--- src/hdl/spf_pkg.sv ---
// Shared types and constants for the SLIP packet framer.
package spf_pkg;

    // Largest payload length; longer requests saturate to this
    localparam logic [7:0] MAX_DATA = 8'd63;

    // SLIP special bytes
    localparam logic [7:0] CODE_END     = 8'hC0;
    localparam logic [7:0] CODE_ESC     = 8'hDB;
    localparam logic [7:0] CODE_ESC_END = 8'hDC;
    localparam logic [7:0] CODE_ESC_ESC = 8'hDD;

    // Header byte 2 is this base plus the payload length
    localparam logic [7:0] LEN_BASE = 8'd16;

    // Command queue between front and back
    localparam int Q_DEPTH = 4;
    localparam int Q_AW    = $clog2(Q_DEPTH);

    // One classified command for the back end
    typedef struct packed {
        logic        is_data;  // 0: packet header, 1: payload byte
        logic        close;    // trailer and closing END follow
        logic [15:0] id;       // packet id stamped on every word
        logic [15:0] bitcnt;   // frame check value if close is set
        logic [15:0] word;     // flags and fragment offset
        logic [5:0]  len;      // saturated payload length
        logic [7:0]  proto;
        logic [7:0]  cksum;
        logic [15:0] dest;
        logic [7:0]  byte_val; // command byte or payload byte
    } t_cmd;

endpackage

--- src/hdl/spf_front.sv ---
// Front end: accepts input words, keeps packet state and builds back-end commands.
module spf_front (
    input  logic              i_clk,
    input  logic              i_rst_n,
    input  logic              i_accept,
    input  logic              i_func,
    input  logic [7:0]        i_protocol,
    input  logic [15:0]       i_dest_addr,
    input  logic [2:0]        i_flags,
    input  logic [12:0]       i_frag_offset,
    input  logic [7:0]        i_command,
    input  logic [5:0]        i_data_len,
    input  logic [7:0]        i_data_byte,
    output logic              o_push,
    output spf_pkg::t_cmd     o_cmd
);

    logic [15:0] r_id_counter, n_id_counter;
    logic [15:0] r_bit_count,  n_bit_count;
    logic [5:0]  r_bytes_due,  n_bytes_due;
    logic        r_in_frame,   n_in_frame;
    logic [15:0] r_current_id, n_current_id;

    logic [5:0]  len;
    logic [15:0] word;
    logic [7:0]  hsum;
    logic [3:0]  ones;

    // Saturate the requested length
    assign len = ({2'b00, i_data_len} > spf_pkg::MAX_DATA) ? spf_pkg::MAX_DATA[5:0]
                                                            : i_data_len;
    assign word = {i_flags, i_frag_offset};

    // Header checksum over bytes 0..6 (byte 7 counts as zero)
    assign hsum = word[15:8] + word[7:0] + (spf_pkg::LEN_BASE + {2'b00, len})
                + r_id_counter[15:8] + r_id_counter[7:0] + i_protocol;

    // One bits in the payload byte
    always_comb begin
        ones = '0;
        for (int k = 0; k < 8; k++) begin
            ones = ones + {3'b000, i_data_byte[k]};
        end
    end

    // Classify the word and work out the next packet state
    always_comb begin
        n_id_counter = r_id_counter;
        n_bit_count  = r_bit_count;
        n_bytes_due  = r_bytes_due;
        n_in_frame   = r_in_frame;
        n_current_id = r_current_id;
        o_push       = 1'b0;

        o_cmd          = '0;
        o_cmd.word     = word;
        o_cmd.len      = len;
        o_cmd.proto    = i_protocol;
        o_cmd.cksum    = ~hsum;
        o_cmd.dest     = i_dest_addr;

        if (i_accept) begin
            if (!i_func) begin
                n_current_id   = r_id_counter;
                n_id_counter   = r_id_counter + 16'd1;
                n_bit_count    = '0;
                n_bytes_due    = len;
                n_in_frame     = (len != '0);
                o_push         = 1'b1;
                o_cmd.is_data  = 1'b0;
                o_cmd.close    = (len == '0);
                o_cmd.id       = r_id_counter;
                o_cmd.bitcnt   = '0;
                o_cmd.byte_val = i_command;
            end else if (r_in_frame) begin
                n_bit_count    = r_bit_count + {12'd0, ones};
                n_bytes_due    = (r_bytes_due != '0) ? r_bytes_due - 6'd1 : r_bytes_due;
                o_push         = 1'b1;
                o_cmd.is_data  = 1'b1;
                o_cmd.close    = (n_bytes_due == '0);
                o_cmd.id       = r_current_id;
                o_cmd.bitcnt   = n_bit_count;
                o_cmd.byte_val = i_data_byte;
                if (n_bytes_due == '0) begin
                    n_in_frame = 1'b0;
                end
            end
        end
    end

    // State registers
    always_ff @(posedge i_clk) begin
        if (!i_rst_n) begin
            r_id_counter <= '0;
            r_bit_count  <= '0;
            r_bytes_due  <= '0;
            r_in_frame   <= 1'b0;
            r_current_id <= '0;
        end else begin
            r_id_counter <= n_id_counter;
            r_bit_count  <= n_bit_count;
            r_bytes_due  <= n_bytes_due;
            r_in_frame   <= n_in_frame;
            r_current_id <= n_current_id;
        end
    end

endmodule

--- src/hdl/spf_queue.sv ---
// Short command queue between the front and back ends.
module spf_queue (
    input  logic              i_clk,
    input  logic              i_rst_n,
    input  logic              i_push,
    input  spf_pkg::t_cmd     i_cmd,
    input  logic              i_pop,
    output logic              o_full,
    output logic              o_empty,
    output spf_pkg::t_cmd     o_cmd
);

    spf_pkg::t_cmd                r_mem [spf_pkg::Q_DEPTH];
    logic [spf_pkg::Q_AW-1:0]     r_wr_ptr;
    logic [spf_pkg::Q_AW-1:0]     r_rd_ptr;
    logic [spf_pkg::Q_AW:0]       r_count;
    logic                         do_push;
    logic                         do_pop;

    assign o_full  = (r_count == (spf_pkg::Q_AW + 1)'(spf_pkg::Q_DEPTH));
    assign o_empty = (r_count == '0);
    assign o_cmd   = r_mem[r_rd_ptr];
    assign do_push = i_push && !o_full;
    assign do_pop  = i_pop && !o_empty;

    // Storage
    always_ff @(posedge i_clk) begin
        if (do_push) begin
            r_mem[r_wr_ptr] <= i_cmd;
        end
    end

    // Pointers and fill count
    always_ff @(posedge i_clk) begin
        if (!i_rst_n) begin
            r_wr_ptr <= '0;
            r_rd_ptr <= '0;
            r_count  <= '0;
        end else begin
            if (do_push) begin
                r_wr_ptr <= r_wr_ptr + 1'b1;
            end
            if (do_pop) begin
                r_rd_ptr <= r_rd_ptr + 1'b1;
            end
            if (do_push && !do_pop) begin
                r_count <= r_count + 1'b1;
            end else if (do_pop && !do_push) begin
                r_count <= r_count - 1'b1;
            end
        end
    end

endmodule

--- src/hdl/spf_back.sv ---
// Back end: walks each command byte by byte, SLIP-escapes and drives the output word.
module spf_back (
    input  logic              i_clk,
    input  logic              i_rst_n,
    input  logic              i_cfg_we,
    input  logic [15:0]       i_cfg_wdata,
    input  logic              i_q_empty,
    input  spf_pkg::t_cmd     i_q_cmd,
    output logic              o_q_pop,
    input  logic              i_pop,
    output logic              o_empty,
    output logic [7:0]        o_tx_byte,
    output logic              o_frame_end,
    output logic [15:0]       o_packet_id
);

    // Byte positions within a command
    localparam logic [4:0] POS_OPEN  = 5'd0;
    localparam logic [4:0] POS_CMD   = 5'd13;
    localparam logic [4:0] POS_LEN   = 5'd14;
    localparam logic [4:0] POS_DATA  = 5'd15;
    localparam logic [4:0] POS_CHKHI = 5'd16;
    localparam logic [4:0] POS_CHKLO = 5'd17;
    localparam logic [4:0] POS_CLOSE = 5'd18;

    logic [15:0]   r_own_addr;
    spf_pkg::t_cmd r_cur;
    logic          r_busy;
    logic [4:0]    r_pos;
    logic          r_esc;
    logic [7:0]    r_esc_byte;
    logic          r_out_valid;
    logic [7:0]    r_out_byte;
    logic          r_out_end;
    logic [15:0]   r_out_id;

    logic [7:0]    hdr [16];
    logic [3:0]    hidx;
    logic [7:0]    raw;
    logic          need_esc;
    logic          advance;
    logic          last_pos;
    logic [4:0]    next_pos;

    // Configuration register
    always_ff @(posedge i_clk) begin
        if (!i_rst_n) begin
            r_own_addr <= '0;
        end else if (i_cfg_we) begin
            r_own_addr <= i_cfg_wdata;
        end
    end

    // Header bytes of the current command
    always_comb begin
        hdr[0]  = r_cur.word[15:8];
        hdr[1]  = r_cur.word[7:0];
        hdr[2]  = spf_pkg::LEN_BASE + {2'b00, r_cur.len};
        hdr[3]  = 8'h00;
        hdr[4]  = r_cur.id[15:8];
        hdr[5]  = r_cur.id[7:0];
        hdr[6]  = r_cur.proto;
        hdr[7]  = r_cur.cksum;
        hdr[8]  = r_own_addr[15:8];
        hdr[9]  = r_own_addr[7:0];
        hdr[10] = r_cur.dest[15:8];
        hdr[11] = r_cur.dest[7:0];
        hdr[12] = 8'h00;
        hdr[13] = 8'h00;
        hdr[14] = 8'h00;
        hdr[15] = 8'h00;
    end

    assign hidx = r_pos[3:0] - 4'd1;

    // Unescaped byte at the current position
    always_comb begin
        case (r_pos)
            POS_OPEN:  raw = spf_pkg::CODE_END;
            POS_CMD:   raw = r_cur.byte_val;
            POS_LEN:   raw = {2'b00, r_cur.len};
            POS_DATA:  raw = r_cur.byte_val;
            POS_CHKHI: raw = r_cur.bitcnt[15:8];
            POS_CHKLO: raw = r_cur.bitcnt[7:0];
            POS_CLOSE: raw = spf_pkg::CODE_END;
            default:   raw = hdr[hidx];
        endcase
    end

    assign need_esc = (r_pos != POS_OPEN) && (r_pos != POS_CLOSE)
                   && ((raw == spf_pkg::CODE_END) || (raw == spf_pkg::CODE_ESC));

    // Sequencing after the current position
    always_comb begin
        last_pos = 1'b0;
        next_pos = r_pos + 5'd1;
        if ((r_pos == POS_LEN) || (r_pos == POS_DATA)) begin
            next_pos = POS_CHKHI;
            last_pos = !r_cur.close;
        end else if (r_pos == POS_CLOSE) begin
            last_pos = 1'b1;
        end
    end

    assign advance = r_busy && (!r_out_valid || i_pop);
    assign o_q_pop = !r_busy && !i_q_empty;

    // Command walker and output word register
    always_ff @(posedge i_clk) begin
        if (!i_rst_n) begin
            r_busy      <= 1'b0;
            r_pos       <= POS_OPEN;
            r_esc       <= 1'b0;
            r_out_valid <= 1'b0;
        end else begin
            if (i_pop && r_out_valid && !advance) begin
                r_out_valid <= 1'b0;
            end
            if (o_q_pop) begin
                r_cur  <= i_q_cmd;
                r_busy <= 1'b1;
                r_esc  <= 1'b0;
                r_pos  <= i_q_cmd.is_data ? POS_DATA : POS_OPEN;
            end else if (advance) begin
                r_out_valid <= 1'b1;
                r_out_id    <= r_cur.id;
                r_out_end   <= 1'b0;
                if (r_esc) begin
                    r_out_byte <= r_esc_byte;
                    r_esc      <= 1'b0;
                    r_pos      <= next_pos;
                    r_busy     <= !last_pos;
                end else if (need_esc) begin
                    r_out_byte <= spf_pkg::CODE_ESC;
                    r_esc      <= 1'b1;
                    r_esc_byte <= (raw == spf_pkg::CODE_END) ? spf_pkg::CODE_ESC_END
                                                             : spf_pkg::CODE_ESC_ESC;
                end else begin
                    r_out_byte <= raw;
                    r_out_end  <= (r_pos == POS_CLOSE);
                    r_pos      <= next_pos;
                    r_busy     <= !last_pos;
                end
            end
        end
    end

    assign o_empty     = !r_out_valid;
    assign o_tx_byte   = r_out_byte;
    assign o_frame_end = r_out_end;
    assign o_packet_id = r_out_id;

endmodule

--- src/hdl/slip_packet_framer_unit.sv ---
// SLIP packet framer: header and payload words in, escaped serial bytes out.
// A pushed word passes through the command queue and the back end's command register
// before its first byte is registered on the output. Output runs at one byte per cycle
// while the receiver pops; each command is loaded from the queue before it is walked.
// Reset (synchronous, active low) empties the command queue and output register and
// clears the id counter, packet state and own address.
module slip_packet_framer_unit (
    input  logic        i_clk,
    input  logic        i_rst_n,
    input  logic        i_cfg_we,
    input  logic [15:0] i_cfg_wdata,
    input  logic        push,
    output logic        full,
    input  logic        i_func,
    input  logic [7:0]  i_protocol,
    input  logic [15:0] i_dest_addr,
    input  logic [2:0]  i_flags,
    input  logic [12:0] i_frag_offset,
    input  logic [7:0]  i_command,
    input  logic [5:0]  i_data_len,
    input  logic [7:0]  i_data_byte,
    output logic        empty,
    input  logic        pop,
    output logic [7:0]  o_tx_byte,
    output logic        o_frame_end,
    output logic [15:0] o_packet_id
);

    logic          accept;
    logic          f_push;
    spf_pkg::t_cmd f_cmd;
    logic          q_empty;
    logic          q_pop;
    spf_pkg::t_cmd q_cmd;

    assign accept = push && !full;

    // Front end: classify input words
    spf_front u_front (
        .i_clk         (i_clk),
        .i_rst_n       (i_rst_n),
        .i_accept      (accept),
        .i_func        (i_func),
        .i_protocol    (i_protocol),
        .i_dest_addr   (i_dest_addr),
        .i_flags       (i_flags),
        .i_frag_offset (i_frag_offset),
        .i_command     (i_command),
        .i_data_len    (i_data_len),
        .i_data_byte   (i_data_byte),
        .o_push        (f_push),
        .o_cmd         (f_cmd)
    );

    // Command queue
    spf_queue u_queue (
        .i_clk   (i_clk),
        .i_rst_n (i_rst_n),
        .i_push  (f_push),
        .i_cmd   (f_cmd),
        .i_pop   (q_pop),
        .o_full  (full),
        .o_empty (q_empty),
        .o_cmd   (q_cmd)
    );

    // Back end: byte walker and SLIP escaping
    spf_back u_back (
        .i_clk       (i_clk),
        .i_rst_n     (i_rst_n),
        .i_cfg_we    (i_cfg_we),
        .i_cfg_wdata (i_cfg_wdata),
        .i_q_empty   (q_empty),
        .i_q_cmd     (q_cmd),
        .o_q_pop     (q_pop),
        .i_pop       (pop),
        .o_empty     (empty),
        .o_tx_byte   (o_tx_byte),
        .o_frame_end (o_frame_end),
        .o_packet_id (o_packet_id)
    );

endmodule

--- config.mk ---
export PLATFORM = sky130hd
export DESIGN_NAME = slip_packet_framer_unit
export DESIGN_NICKNAME = d
export VERILOG_FILES = /design/src/hdl/spf_pkg.sv /design/src/hdl/spf_front.sv /design/src/hdl/spf_queue.sv /design/src/hdl/spf_back.sv /design/src/hdl/slip_packet_framer_unit.sv
export SDC_FILE = /design/constraint.sdc
export NUM_CORES = 1
export LEC_CHECK = 0
export BUFFER_PORTS_ARGS = -buffer_cell sky130_fd_sc_hd__buf_2
export CAP_MARGIN = 15
export CORE_UTILIZATION = 35
export CTS_CLUSTER_DIAMETER = 80
export CTS_CLUSTER_SIZE = 40
export DETAILED_ROUTE_END_ITERATION = 7
export HOLD_SLACK_MARGIN = 0.05
export PLACE_DENSITY = 0.55
export SYNTH_ARGS = -nofsm -noshare
export SYNTH_HDL_FRONTEND = slang
export SYNTH_SLANG_ARGS = --single-unit
--- constraint.sdc ---
create_clock -name i_clk -period 6.2 [get_ports i_clk]
set_clock_uncertainty 0.15 [all_clocks]
set_input_delay 0.93 -clock i_clk [delete_from_list [all_inputs] [get_ports i_clk]]
set_output_delay 0.93 -clock i_clk [all_outputs]
set_load 0.03 [all_outputs]
==> results.cfg <==
[cts]
h-tree-depth = 1
cts_tree = done
cts_resized = 0
cts-root-buf = clkbuf_16
cts_inserted_buffers = 28
post_cts_buffers = 0
clk_pin_slew_ps = 120
clock_latency_ps = 640
cts_hold_buf = 0
cts_sinks = 593
clockBufferDepth = 3

[sta]
period_minus_slack_ps = 4610
hold_viol = 0
drv_slew = 0
final.period_utilization = 0.744
setup_viol = 0
tns_ps = 0
rsz0062_at_grt = no
tightestPinTransition_ps = 1050
achievable-frequency_ghz = 0.217
max-slew-margin-rel = 0.301

[logic_synthesis]
ys_types = 76
ys_warn_count = 0
synth-edff-count = 505
ys.flop_type = edfxtp_1
synthArstFlopShare = 0
yosysMostFrequentCell = edfxtp_1
seq_area_frac_synth = 0.692
avgSynthCellArea_sq_um = 16.9
synth_cells = 1446
yosysTopAreaCellShare = 0.620
syn_area_sq_um = 24500
synth_area_leaders = edfxtp_1 62%, mux4_2 9.9%, dfxtp_1 7.2%
yosys-top-cells-count = 505 x edfxtp_1, 110 x nand2_1, 108 x mux4_2
yosys.area.top_type = edfxtp_1
synth_fp_nets = 1593
yosys_register_bits = 593

[worst_setup_path]
critPathKind = input port to flip-flop
r2r_cells = 12
cp_data_required_time_ps = 6610
cp-startpoint = i_data_byte[0]
r2r_start = u_back.r_pos[1]
path_cells = buf_2 > ha_1 > inv_1 > fa_1 > fa_1 > fa_1 > fa_1 > inv_1 > ha_1 > a21o_1 > a21oi_1 > nor2b_1 > o21a_1 > and3_1 > xnor2_1 > nor2_1 > a21oi_1 > nor2b_1
rrSetupSlack_ps = 1790
critical_path.max_stage_delay_ps = 540
r2r_end = u_back.r_pos[2]
path_buf_inv = 3
cp_top_family = adder cells
worstPathMaxFanout = 6
critPathCaptureType = flip-flop
slowest_stage = fa_1
path_common_cell = fa_1
startpoint_type = input port
cp.arrival_ps = 5020
crit_path_end = u_front.r_bit_count[9]
crit_cells = 18

[drt]
dr.pass1.iters = 5
wl_per_cell_um = 22.1
vias = 12600
drt_iter0_drc = 978
ant_nets = 0
viasPerCell = 5.04
drc = 0
drt-total-wl_mm = 55.1

[floorplanning]
rows = 96
fp.dieH_um = 266
die_w_um = 266
initial_core_util = 0.356
dieArea_sq_um = 71000
pin_count = 111
core_sq_um = 68800

[finish]
fin_util = 0.396
fill_cells = 6227
seq_area_sq_um = 16900
area_delta_synth_final_pct = 11.3
post-route-cell-area_sq_um = 27200
finalNetCount = 1692
drive_gt1_frac = 0.209
multi_input_area_sq_um = 7020

[placement]
io_buffers = 110
placed_area_sq_um = 26100
dp_hpwl_mm = 36.6
gp_congestion = 0.842

[power_and_ir_drop]
power.density_nw_per_um2 = 390
irDropWorstVdd_mv = 0.238
power_mw = 10.6
p_leak_nw = 9.11

[status]
status = finished clean

[global_routing]
overflow = 0
grt_pass1_wl_mm = 81.8
antenna_found_initial = 6
grt_max_degree = 68
grt_pass1_vias = 12500
track_usage = 0.155

[worst_hold_path]
min_path_type = flip-flop to flip-flop

[run]
drv_cap = 0
state kept, by name (all words and copies together) (netlist names), named ones only:
signal / count
u_back.o_tx_byte: 8
u_back.r_pos: 5
u_queue.r_wr_ptr: 2
u_queue.r_rd_ptr: 2
u_back.r_cur: 31
u_back.r_esc: 1
u_back.r_busy: 1
u_front.r_bytes_due: 6
u_back.o_packet_id: 16
u_back.r_esc_byte: 1
u_queue.r_count: 3
u_back.hdr: 64
u_front.r_bit_count: 16
u_back.r_out_valid: 1
u_front.r_in_frame: 1
u_back.o_frame_end: 1
u_back.r_own_addr: 16
u_front.r_id_counter: 16
u_queue.r_mem: 384
u_front.r_current_id: 16
metrics by stage:
| step | instances | hold WS, ps | setup slack, ps |
|---|---|---|---|
| 2_1_floorplan | 1446 | 268 | 1400 |
| 3_3_place_gp | 2446 | 289 | 999 |
| 3_5_place_dp | 2446 | 308 | 961 |
| 4_1_cts | 2498 | 321 | 1620 |
| 5_1_grt | 2498 | 331 | 1420 |
| 6_report | 2499 | 324 | 1590 |
cells in the final DEF (no fill, tap or decap), types with 5 or more instances in the layout:
| cell type | count |
|---|---|
| nand2_1 | 110 |
| buf_2 | 110 |
| o21ai_0 | 27 |
| nand2b_1 | 7 |
| nor3_1 | 9 |
| mux4_2 | 108 |
| and2_1 | 24 |
| mux2i_1 | 32 |
| inv_16 | 5 |
| ha_1 | 29 |
| nand4_1 | 12 |
| a21boi_0 | 23 |
| and3_1 | 15 |
| o21a_1 | 5 |
| xnor2_1 | 33 |
| a21oi_1 | 34 |
| dfxtp_1 | 86 |
| inv_1 | 64 |
| nor2b_1 | 46 |
| clkinv_16 | 5 |
| edfxtp_1 | 505 |
| nand3_1 | 27 |
| and2_4 | 5 |
| inv_12 | 5 |
| nor2_1 | 38 |
| fa_1 | 33 |
| a311oi_1 | 6 |
| a211oi_1 | 7 |
| xor2_1 | 12 |
| clkbuf_16 | 29 |
| buf_4 | 23 |
per-layer routing:
metal | routed length, um | track usage | vias up
li1 | - | - | 5705
met1 | 25700 | 0.225 | 6546
met2 | 25900 | 0.246 | 271
met3 | 2550 | 0.0235 | 53
met4 | 942 | 0.0353 | 10
met5 | 65 | 0 | -
layout make-up:
class                   instances  share of cell area
repair buffers                133              0.0265
diodes                          1           0.0000919
flip-flops and latches        593               0.622
well taps                     931              0.0428
inverters                      66             0.00909
multi-input cells             723               0.258
clock inverters                23              0.0158
clock buffers                  29              0.0266
worst register-to-register path, stage by stage, from the launching register on:
cell and delay [ps]:
dfxtp_1 520, inv_1 160, ha_2 730, buf_4 430, mux2i_1 240, nand3_1 90
and4_4 260, o32a_4 380, a2111oi_4 340, a31o_4 160, nand4b_2 290, and3_1 310
o311a_1 270
where the power goes:
group          switching (mW)  internal [mW]  total (mW)  leakage (nW)
Sequential              0.316           4.99        5.30          5.39
Clock                    1.50           1.01        2.51         0.546
Combinational            1.65           1.16        2.82          3.17
Total                    3.47           7.16        10.6          9.11
how the worst min path moves through the flow:
stage               cells past startpoint               startpoint                       to  slack (ps)
detailed placement                      0           u_back.hdr[83]    u_back.o_packet_id[3]         310
global route                            1           i_dest_addr[6]     u_queue.r_mem[1][14]         330
finish                                  2  u_front.r_current_id[6]  u_front.r_current_id[6]         320
CTS                                     1           i_dest_addr[6]     u_queue.r_mem[1][14]         320
global placement                        0           u_back.hdr[83]    u_back.o_packet_id[3]         290
floorplan                               0           u_back.hdr[94]   u_back.o_packet_id[14]         270
cell families after synthesis:
logic type	synth area share
compound gates	0.0460
xor+xnor	0.0168
fa+ha+maj	0.0423
buf+inv	0.0224
flops	0.692
mux	0.115
simple gates	0.0661
No activity file was read; power rests on OpenSTA's default activity.
